$ cat config.mk
export PLATFORM = sky130hd
export DESIGN_NAME = gpio_controller_edge_level_irq_core
export DESIGN_NICKNAME = d
export VERILOG_FILES = /design/src/rtl/core/gpioirq_pkg.sv /design/src/rtl/core/gpioirq_in_reg.sv /design/src/rtl/core/gpioirq_regfile.sv /design/src/rtl/core/gpioirq_out_reg.sv /design/src/rtl/core/gpio_controller_edge_level_irq_core.sv
export SDC_FILE = /design/constraint.sdc
export NUM_CORES = 1
export LEC_CHECK = 0
export BUFFER_PORTS_ARGS = -buffer_cell sky130_fd_sc_hd__buf_2
export CAP_MARGIN = 20
export CORE_AREA = 5 5 209 211
export CTS_CLUSTER_DIAMETER = 100
export DETAILED_ROUTE_END_ITERATION = 8
export DIE_AREA = 0 0 214 216
export PLACE_DENSITY_LB_ADDON = 0.2
export SLEW_MARGIN = 20
export SYNTH_ARGS = -nofsm -noshare
export SYNTH_HDL_FRONTEND = slang
export SYNTH_HIERARCHICAL = 1
export SYNTH_SLANG_ARGS = --single-unit
$ cat constraint.sdc
create_clock -name clk_i -period 9.9 [get_ports clk_i]
set_input_delay 0.495 -clock clk_i [delete_from_list [all_inputs] [get_ports clk_i]]
set_output_delay 0.495 -clock clk_i [all_outputs]
set_load 0.03 [all_outputs]
$ cat src/rtl/core/gpioirq_pkg.sv
// ----------------------------------------------------------------------------
// gpioirq_pkg
// shared types, register offsets and offset decoding for the gpio irq core
// ----------------------------------------------------------------------------
`default_nettype none

package gpioirq_pkg;

  localparam int unsigned PinCount   = 32;
  localparam int unsigned OffsetBits = 12;

  localparam logic [OffsetBits-1:0] OffDir  = 12'h000;
  localparam logic [OffsetBits-1:0] OffOut  = 12'h004;
  localparam logic [OffsetBits-1:0] OffIn   = 12'h008;
  localparam logic [OffsetBits-1:0] OffIe   = 12'h00C;
  localparam logic [OffsetBits-1:0] OffIs   = 12'h010;
  localparam logic [OffsetBits-1:0] OffTrig = 12'h014;
  localparam logic [OffsetBits-1:0] OffPol  = 12'h018;

  typedef enum logic [2:0] {
    SelDir,
    SelOut,
    SelIn,
    SelIe,
    SelIs,
    SelTrig,
    SelPol,
    SelNone
  } reg_sel_e;

  typedef enum logic {
    ActRead  = 1'b0,
    ActWrite = 1'b1
  } action_e;

  typedef struct packed {
    logic                  action;
    logic [OffsetBits-1:0] offset;
    logic [PinCount-1:0]   write_data;
  } req_t;

  typedef struct packed {
    logic [PinCount-1:0] read_data;
    logic                irq_line;
    logic                bad_offset;
  } rsp_t;

  function automatic reg_sel_e decode_offset(logic [OffsetBits-1:0] off);
    reg_sel_e sel;
    unique case (off)
      OffDir:  sel = SelDir;
      OffOut:  sel = SelOut;
      OffIn:   sel = SelIn;
      OffIe:   sel = SelIe;
      OffIs:   sel = SelIs;
      OffTrig: sel = SelTrig;
      OffPol:  sel = SelPol;
      default: sel = SelNone;
    endcase
    return sel;
  endfunction

endpackage

`default_nettype wire

$ cat src/rtl/core/gpioirq_in_reg.sv
// ----------------------------------------------------------------------------
// gpioirq_in_reg
// input register holding one bus access until the execute step takes it
// ----------------------------------------------------------------------------
`default_nettype none

module gpioirq_in_reg (
  input  wire                logic clk_i,
  input  wire                logic rst_ni,
  input  wire                logic in_valid_i,
  output logic               in_stall_o,
  input  wire gpioirq_pkg::req_t req_i,
  input  wire                logic advance_i,
  output logic               valid_o,
  output gpioirq_pkg::req_t  req_o
);
  import gpioirq_pkg::*;

  logic valid_q, valid_d;
  req_t req_q;
  logic accept;

  assign in_stall_o = valid_q && !advance_i;
  assign accept     = in_valid_i && !in_stall_o;

  always_comb begin
    valid_d = valid_q;
    if (accept) begin
      valid_d = 1'b1;
    end else if (advance_i) begin
      valid_d = 1'b0;
    end
  end

  always_ff @(posedge clk_i or negedge rst_ni) begin
    if (!rst_ni) begin
      valid_q <= 1'b0;
    end else begin
      valid_q <= valid_d;
    end
  end

  always_ff @(posedge clk_i) begin
    if (accept) begin
      req_q <= req_i;
    end
  end

  assign valid_o = valid_q;
  assign req_o   = req_q;

endmodule

`default_nettype wire

$ cat src/rtl/core/gpioirq_regfile.sv
// ----------------------------------------------------------------------------
// gpioirq_regfile
// register state, pin evaluation and read mux for one access per cycle while exec_i is high
// ----------------------------------------------------------------------------
`default_nettype none

module gpioirq_regfile (
  input  wire                logic clk_i,
  input  wire                logic rst_ni,
  input  wire                logic exec_i,
  input  wire gpioirq_pkg::req_t req_i,
  output gpioirq_pkg::rsp_t  rsp_o
);
  import gpioirq_pkg::*;

  logic [PinCount-1:0] dir_q, dir_d;
  logic [PinCount-1:0] out_q, out_d;
  logic [PinCount-1:0] ie_q, ie_d;
  logic [PinCount-1:0] is_q, is_d;
  logic [PinCount-1:0] trig_q, trig_d;
  logic [PinCount-1:0] pol_q, pol_d;
  logic [PinCount-1:0] prev_q, prev_d;

  reg_sel_e            sel;
  logic                is_write;
  logic                do_eval;
  logic [PinCount-1:0] pins;
  logic [PinCount-1:0] match;
  logic [PinCount-1:0] edge_set;
  logic [PinCount-1:0] level_val;
  logic [PinCount-1:0] rd;

  assign sel      = decode_offset(req_i.offset);
  assign is_write = (req_i.action == ActWrite);

  // store the written word first, then evaluate on the new values
  always_comb begin
    dir_d   = dir_q;
    out_d   = out_q;
    ie_d    = ie_q;
    trig_d  = trig_q;
    pol_d   = pol_q;
    do_eval = 1'b0;
    if (is_write) begin
      unique case (sel)
        SelDir:  begin dir_d  = req_i.write_data; do_eval = 1'b1; end
        SelOut:  begin out_d  = req_i.write_data; do_eval = 1'b1; end
        SelIe:   begin ie_d   = req_i.write_data; do_eval = 1'b1; end
        SelTrig: begin trig_d = req_i.write_data; do_eval = 1'b1; end
        SelPol:  begin pol_d  = req_i.write_data; do_eval = 1'b1; end
        default: begin end
      endcase
    end
  end

  assign pins      = dir_d & out_d;
  assign match     = ~(pins ^ pol_d) & ie_d;
  assign edge_set  = match & (pins ^ prev_q) & ~trig_d;
  assign level_val = match & trig_d;

  always_comb begin
    is_d   = is_q;
    prev_d = prev_q;
    if (do_eval) begin
      is_d   = (is_q & ~trig_d) | edge_set | level_val;
      prev_d = pins;
    end else if (is_write && sel == SelIs) begin
      is_d = is_q & ~req_i.write_data;
    end
  end

  always_comb begin
    rd = '0;
    if (!is_write) begin
      unique case (sel)
        SelDir:  rd = dir_q;
        SelOut:  rd = out_q;
        SelIn:   rd = dir_q & out_q;
        SelIe:   rd = ie_q;
        SelIs:   rd = is_q;
        SelTrig: rd = trig_q;
        SelPol:  rd = pol_q;
        default: rd = '0;
      endcase
    end
  end

  assign rsp_o.read_data  = rd;
  assign rsp_o.irq_line   = |(is_d & ie_d);
  assign rsp_o.bad_offset = (sel == SelNone);

  always_ff @(posedge clk_i or negedge rst_ni) begin
    if (!rst_ni) begin
      dir_q  <= '0;
      out_q  <= '0;
      ie_q   <= '0;
      is_q   <= '0;
      trig_q <= '0;
      pol_q  <= '0;
      prev_q <= '0;
    end else if (exec_i) begin
      dir_q  <= dir_d;
      out_q  <= out_d;
      ie_q   <= ie_d;
      is_q   <= is_d;
      trig_q <= trig_d;
      pol_q  <= pol_d;
      prev_q <= prev_d;
    end
  end

endmodule

`default_nettype wire

$ cat src/rtl/core/gpioirq_out_reg.sv
// ----------------------------------------------------------------------------
// gpioirq_out_reg
// result register, holds a response until the receiver takes it
// ----------------------------------------------------------------------------
`default_nettype none

module gpioirq_out_reg (
  input  wire                logic clk_i,
  input  wire                logic rst_ni,
  input  wire                logic load_valid_i,
  input  wire gpioirq_pkg::rsp_t rsp_i,
  output logic               advance_o,
  output logic               out_valid_o,
  input  wire                logic out_stall_i,
  output gpioirq_pkg::rsp_t  rsp_o
);
  import gpioirq_pkg::*;

  logic valid_q, valid_d;
  rsp_t rsp_q;

  // free when empty or its result leaves this cycle
  assign advance_o = !valid_q || !out_stall_i;

  always_comb begin
    valid_d = valid_q;
    if (advance_o) begin
      valid_d = load_valid_i;
    end
  end

  always_ff @(posedge clk_i or negedge rst_ni) begin
    if (!rst_ni) begin
      valid_q <= 1'b0;
    end else begin
      valid_q <= valid_d;
    end
  end

  always_ff @(posedge clk_i) begin
    if (advance_o && load_valid_i) begin
      rsp_q <= rsp_i;
    end
  end

  assign out_valid_o = valid_q;
  assign rsp_o       = rsp_q;

endmodule

`default_nettype wire

$ cat src/rtl/core/gpio_controller_edge_level_irq_core.sv
// ----------------------------------------------------------------------------
// gpio_controller_edge_level_irq_core
// 32-pin gpio controller with edge and level interrupts behind word registers
// ----------------------------------------------------------------------------
// usage:
//   input channel carries one bus access per transfer: action_i (0 read,
//   1 write), offset_i (byte offset) and write_data_i
//   output channel returns one response per access: read_data_o,
//   irq_line_o (interrupt level after the access) and bad_offset_o
//   path: each access is held in the input register, then in the result
//   register, from which the result transfer leaves once out_stall_i is low
//   throughput: one access per cycle while the output is not stalled, set by
//   the single execute step between the input register and the result register
//   each access reads and updates the register state in the cycle it moves
//   into the result register, so the next access sees its effect
//   reset clears the gpio and interrupt registers and both pipeline valids
//   a stall on the output holds the result and, once the input register is
//   also full, raises in_stall_o in the same cycle
// ----------------------------------------------------------------------------
`default_nettype none

module gpio_controller_edge_level_irq_core (
  input  wire  logic        clk_i,
  input  wire  logic        rst_ni,
  input  wire  logic        in_valid_i,
  output logic              in_stall_o,
  input  wire  logic        action_i,
  input  wire  logic [11:0] offset_i,
  input  wire  logic [31:0] write_data_i,
  output logic              out_valid_o,
  input  wire  logic        out_stall_i,
  output logic [31:0]       read_data_o,
  output logic              irq_line_o,
  output logic              bad_offset_o
);
  import gpioirq_pkg::*;

  req_t in_req;
  req_t ex_req;
  rsp_t ex_rsp;
  rsp_t out_rsp;
  logic ex_valid;
  logic advance;
  logic exec;

  assign in_req.action     = action_i;
  assign in_req.offset     = offset_i;
  assign in_req.write_data = write_data_i;

  assign exec = ex_valid && advance;

  gpioirq_in_reg u_in_reg (
    .clk_i      (clk_i),
    .rst_ni     (rst_ni),
    .in_valid_i (in_valid_i),
    .in_stall_o (in_stall_o),
    .req_i      (in_req),
    .advance_i  (advance),
    .valid_o    (ex_valid),
    .req_o      (ex_req)
  );

  gpioirq_regfile u_regfile (
    .clk_i  (clk_i),
    .rst_ni (rst_ni),
    .exec_i (exec),
    .req_i  (ex_req),
    .rsp_o  (ex_rsp)
  );

  gpioirq_out_reg u_out_reg (
    .clk_i        (clk_i),
    .rst_ni       (rst_ni),
    .load_valid_i (ex_valid),
    .rsp_i        (ex_rsp),
    .advance_o    (advance),
    .out_valid_o  (out_valid_o),
    .out_stall_i  (out_stall_i),
    .rsp_o        (out_rsp)
  );

  assign read_data_o  = out_rsp.read_data;
  assign irq_line_o   = out_rsp.irq_line;
  assign bad_offset_o = out_rsp.bad_offset;

endmodule

`default_nettype wire

# Word-level counts from Yosys, hierarchy flattened
# Cells that the tools add are included.
classes:
  n_eq_ne: 13
  n_mux: 18
  bitwise: 16
  reduce_logical: 15
ops:
  columns: ["operator", "count"]
  rows:
  - ["$mux 32", 12]
  - ["$and 32x32->32", 9]
  - ["$pmux 32 s7", 1]
  - ["$not 32->32", 3]
  - ["$or 32x32->32", 2]
  - ["$xor 32x32->32", 2]
  - ["$eq 12x5->1 const B", 3]
  - ["$reduce_or 32->1", 1]
  - ["$eq 12x4->1 const B", 2]
  - ["$pmux 3 s7", 1]
  - ["$eq 12x3->1 const B", 1]
  - ["$eq 3x3->1 const B", 4]
  - ["$logic_not 12->1", 1]
  - ["$eq 3x2->1 const B", 2]
  - ["$reduce_or 5->1", 1]
  - ["$logic_and 1x1->1", 4]
  - ["$logic_not 1->1", 4]
  - ["$mux 1", 4]
  - ["$eq 3x1->1 const B", 1]
  - ["$logic_not 3->1", 1]
  - ["$reduce_and 2->1", 1]
  - ["$reduce_bool 2->1", 1]
  - ["$logic_or 1x1->1", 1]
totals:
  regBits: 305
  in_bits: 49
  out_inout_bits: 36
  word_cells: 77

# Longest topological paths before layout
logic_depth:
  word_depth: 16
  ltp_mapped: 13
  depth_no_buf: 9

# Hierarchy
# The synthesis kept the hierarchy.
by_module_without_submodules:
  columns: ["module", "n_inst", "cells_per_inst", "area_each_um2"]
  rows:
  - ["gpioirq_regfile", 1, 1508, 13939.6]
  - ["gpioirq_in_reg", 1, 50, 1408.9]
  - ["gpioirq_out_reg", 1, 38, 1068.5]
  - ["gpio_controller_edge_level_irq_core", 1, 1, 6.3]

# Least setup slack after synthesis
# Ideal clock, no wire load.
synth_path:
  path_type: "reg-to-reg"
  startpoint: "register u_in_reg.req_q (netlist bit u_in_reg/req_o[41])"
  endpoint: "register u_out_reg.rsp_q (netlist bit u_out_reg/rsp_o[1]), data pin"
  setup_ns: 0.274
  t_arrival_ns: 2.808
  t_required_ns: 9.626
  setup_slack_ns: 6.818
  path_stages_with_launch: 13
  n_path_buf: 3
  period_less_slack_ns: 3.082
  cell_sequence: "edfxtp_1 -> or4_4 -> buf_6 -> or4_4 -> buf_6 -> buf_6 -> nor2_4 -> a21oi_1 -> a21boi_0 -> mux2_2 -> a22o_1 -> nor4_1 -> nand4_1"
synth_rtl:
  columns: ["item", "line_no", "text"]
  rows:
  - ["start: declaration", "gpioirq_in_reg.sv:20", "req_t req_q;"]
  - ["start signal: assignment", "gpioirq_in_reg.sv:45", "req_q <= req_i;"]
  - ["end signal: assignment", "gpioirq_out_reg.sv:42", "rsp_q <= rsp_i;"]
  - ["end: declaration", "gpioirq_out_reg.sv:20", "rsp_t rsp_q;"]

==> results.md <==
- Outcome: finished, final reports clean
- GPL Wtd Cong: 0.845
- Fillers: 3897
- Grt total ovfl: 0
- Mapped Area: 0.0164 sq mm
- Final setup viols: 0
- Initial Util: 39.5%
- First-pass GRT wire length: 83900 um
- DR vias/cell: 6.28
- Fin crit period: 4.29 ns
- Final nets: 1668
- Num CTS Buffers: 38
- Pleak: 0.00803 uW
- Clock root buffer: clkbuf_16
- Synth-to-layout area growth: 12.1%
- Compound-cell area share of the yosys netlist: 22.2%
- Worst Setup Path Type: flop to flop
- Startpoint Class: flop
- Crit path required time: 10.18 ns
- Fmax: 0.233 GHz
- Share of layout cells above drive strength 1: 22.2%
- Data arrival, critical path: 4.56 ns
- Clock transition at path regs: 0.06 ns
- Syn_area_per_cell: 10.3 sq um
- Antenna viol nets, final: 0
- CTS tree: yes
- Count leader, synth: dfrtp_1
- Worst Max-Slew Pin Slew: 1.09 ns
- # diodes: 0
- Synth cell types: 75
- Yosys warns: 6
- Max-slew violations: 0
- Nature of the critical path endpoint: flop
- CTS Hold Bufs: 1
- Die area: 0.0462 sq mm
- Die W: 214 um
- Core area: 0.0416 sq mm
- PortBufs: 84
- Ports: 85
- Yosys reg bits: 305
- Slew headroom: 27.4%
- CP startpoint: u_in_reg/req_o[37]$_DFFE_PP_
- Antenna violations before repair: 1
- Largest area contributor in the netlist: dfrtp_1
- Cells after Synth: 1597
- H-tree depth: 2
- HP Class: primary input to flop
- Vias in the first global route: 13300
- Routed len/inst: 25.1 um
- Simple-gate portion of the synthesized area: 10.9%
- Async set-or-reset flop fraction in the synthesized netlist: 74.1%
- Final Hold Viols: 0
- Largest cells by area after synthesis: dfrtp_1 (34%), edfxtp_1 (14%), mux2_2 (11%), nand2_1 (4.1%), o21ai_0 (4.0%)
- Setup Skew: 0.0142 ns
- Iter 0 DRT Violations: 1687
- Main combinational cell family by area after synthesis: compound AO/OA/AOI/OAI gates
- Reg2Reg Setup Slack: 5.61 ns
- Design area: 0.0184 sq mm
- Final worst path period share: 43.3%
- CTS Buffer Depth: 3
- # Post-CTS Setup Buffers: 0
- Die Ht: 216 um
- Drt pass-1 iters: 6
- Setup ws final: 5.61 ns
- Largest net degree at the start of global routing: 98
- R2r worst-path depth: 9
- Slowest CP cell: or4_2
- Post-Route WL: 54900 um
- Syn Nets: 1646
- DRC viols: 0
- Reg-to-reg critical path endpoint: u_out_reg/rsp_o[1]$_DFFE_PP_
- EDFF count, synth: 79
- Last element of the critical path: u_out_reg/rsp_o[1]$_DFFE_PP_
- CP peak stage delay: 1.22 ns
- Post-Place Setup Slack: 5.70 ns
- RSZ-0062 raised after global routing: no
- Max_cap viols: 0
- Worst-Skew Late Latency: 0.56 ns
- Levels on crit path: 9
- # resized after CTS: 0
- Delay-heaviest family, CP: simple AND/OR/NAND/NOR gates
- Area after DPL: 0.0172 sq mm
- Buf/Inv on CP: 0
- Post-synth top area share: 34.4%
- CP cell instances: or3_1, or4_2, nor3_1, a21oi_1, and3_1, o21ai_0, o31ai_1, nor4_1, nand4_1
- Ys flop type: dfrtp_1
- Row cnt: 75
- Power Dens Cells: 151 mW/mm^2
- Post-Synth XOR/XNOR Area: 0.160%
- Tot GR Track Use: 23.2%
- Max FO, Critical Path: 27
- Sequential fraction of the synthesis area: 48.9%
- Detailed Place HPWL: 32300 um
- Synth Area in Adders: 0%
- Setup TNS: 0 ns
- Reg2Reg Launch Point: u_in_reg/req_o[37]$_DFFE_PP_
- Mux cell area share after synthesis: 12.7%
- Total Power: 2790 uW
- Max VDD drop: 0.0000998 V
- CTS sink cnt: 305
- Vias: 13700
- Top cells by count, synth: dfrtp_1 (226), nand2_1 (180), mux2_2 (158)
logic make-up (layout without fill, tap and decap cells):
logic type | count (synthesis) | in the layout
buffers and inverters | 192 | 241
xor gates and xnor gates | 3 | 3
and+or+nand+nor | 371 | 371
muxes | 188 | 188
AOI/OAI and AO/OA | 538 | 538
DFF | 305 | 305
metrics by stage:
stage	instances	utilization (%)	hold WS [ns]
floorplan	1597	-	0.199
global placement	2117	41.5	0.482
detailed placement	2117	41.5	0.498
CTS	2185	44.3	0.0809
global route	2185	44.3	0.0891
finish	2185	44.3	0.109
cell type report:
type	instances	area [sq um]	share of cell area, %
inverters	56	210	1.14
repair buffers	118	688	3.74
flip-flops and latches	305	8030	43.6
well taps	539	674	3.66
clock buffers	51	1070	5.82
multi-input cells	1100	7660	41.6
clock inverters	16	80.1	0.435
worst register-to-register path, delay by kind of cell, from the launching register on:
| family | cells | cell delay [ns] |
|---|---|---|
| AND/OR/NAND/NOR | 6 | 3.19 |
| AO/OA/AOI/OAI | 3 | 0.45 |
| flip-flops | 1 | 0.38 |
cells in the final DEF, fill, tap and decap left out, drive strengths merged, types with 4 or more instances in the layout:
cell and instances:
a211o 5, a211oi 9, a21boi 6, a21o 37, a21oi 94, a222oi 32, a22o 10, a22oi 44
a31oi 35, a32o 8, a32oi 7, and3 7, buf 117, clkbuf 51, clkinv 14, dfrtp 226
edfxtp 79, inv 57, mux2 160, mux2i 28, nand2 180, nand2b 5, nand3 21, nand3b 4
nand4 12, nor2 62, nor2b 5, nor3 37, nor4 13, o211ai 16, o21ai 136, o22a 18
o22ai 19, o31a 4, o31ai 4, o32a 20, o32ai 14, or3 6, or4 5
worst min-delay path by stage:
stage,from,end,slack [ns],cells past startpoint
6_report,write_data_i[21],u_in_reg/req_o[21]$_DFFE_PP_,0.11,1
2_1_floorplan,rst_ni,u_in_reg/valid_o$_DFFE_PN0P_,0.20,0
4_1_cts,write_data_i[30],u_in_reg/req_o[30]$_DFFE_PP_,0.08,1
3_5_place_dp,u_regfile/prev_q[25]$_DFFE_PN0P_,u_regfile/prev_q[25]$_DFFE_PN0P_,0.50,2
5_1_grt,write_data_i[26],u_in_reg/req_o[26]$_DFFE_PP_,0.09,1
3_3_place_gp,u_regfile/prev_q[6]$_DFFE_PN0P_,u_regfile/prev_q[6]$_DFFE_PN0P_,0.48,2
per-layer routing:
metal  up-vias  part of all wire [%]  global-route usage (%)
met5         -                 0.024                       0
li1       6092                     -                       -
met2       666                    47                    38.4
met3       128                   7.8                    4.15
met1      6825                    42                    30.6
met4         2                   3.5                    8.55
state kept, by name (all words and copies together) (netlist names):
| register | count |
|---|---|
| u_in_reg/req_o | 45 |
| u_regfile/dir_q | 32 |
| u_out_reg/out_valid_o | 1 |
| u_out_reg/rsp_o | 34 |
| u_regfile/is_q | 32 |
| u_regfile/pol_q | 32 |
| u_regfile/ie_q | 32 |
| u_regfile/out_q | 32 |
| u_in_reg/valid_o | 1 |
| u_regfile/prev_q | 32 |
| u_regfile/trig_q | 32 |
power breakdown:
part           switching, uW  leakage [uW]  total [uW]  internal, uW
Sequential              37.0       0.00388        1360          1320
Combinational           89.1       0.00359         119          30.0
Clock                    548      0.000565        1310           757
Total                    674       0.00803        2790          2110
Note: power is estimated with default switching activity, not from simulation.
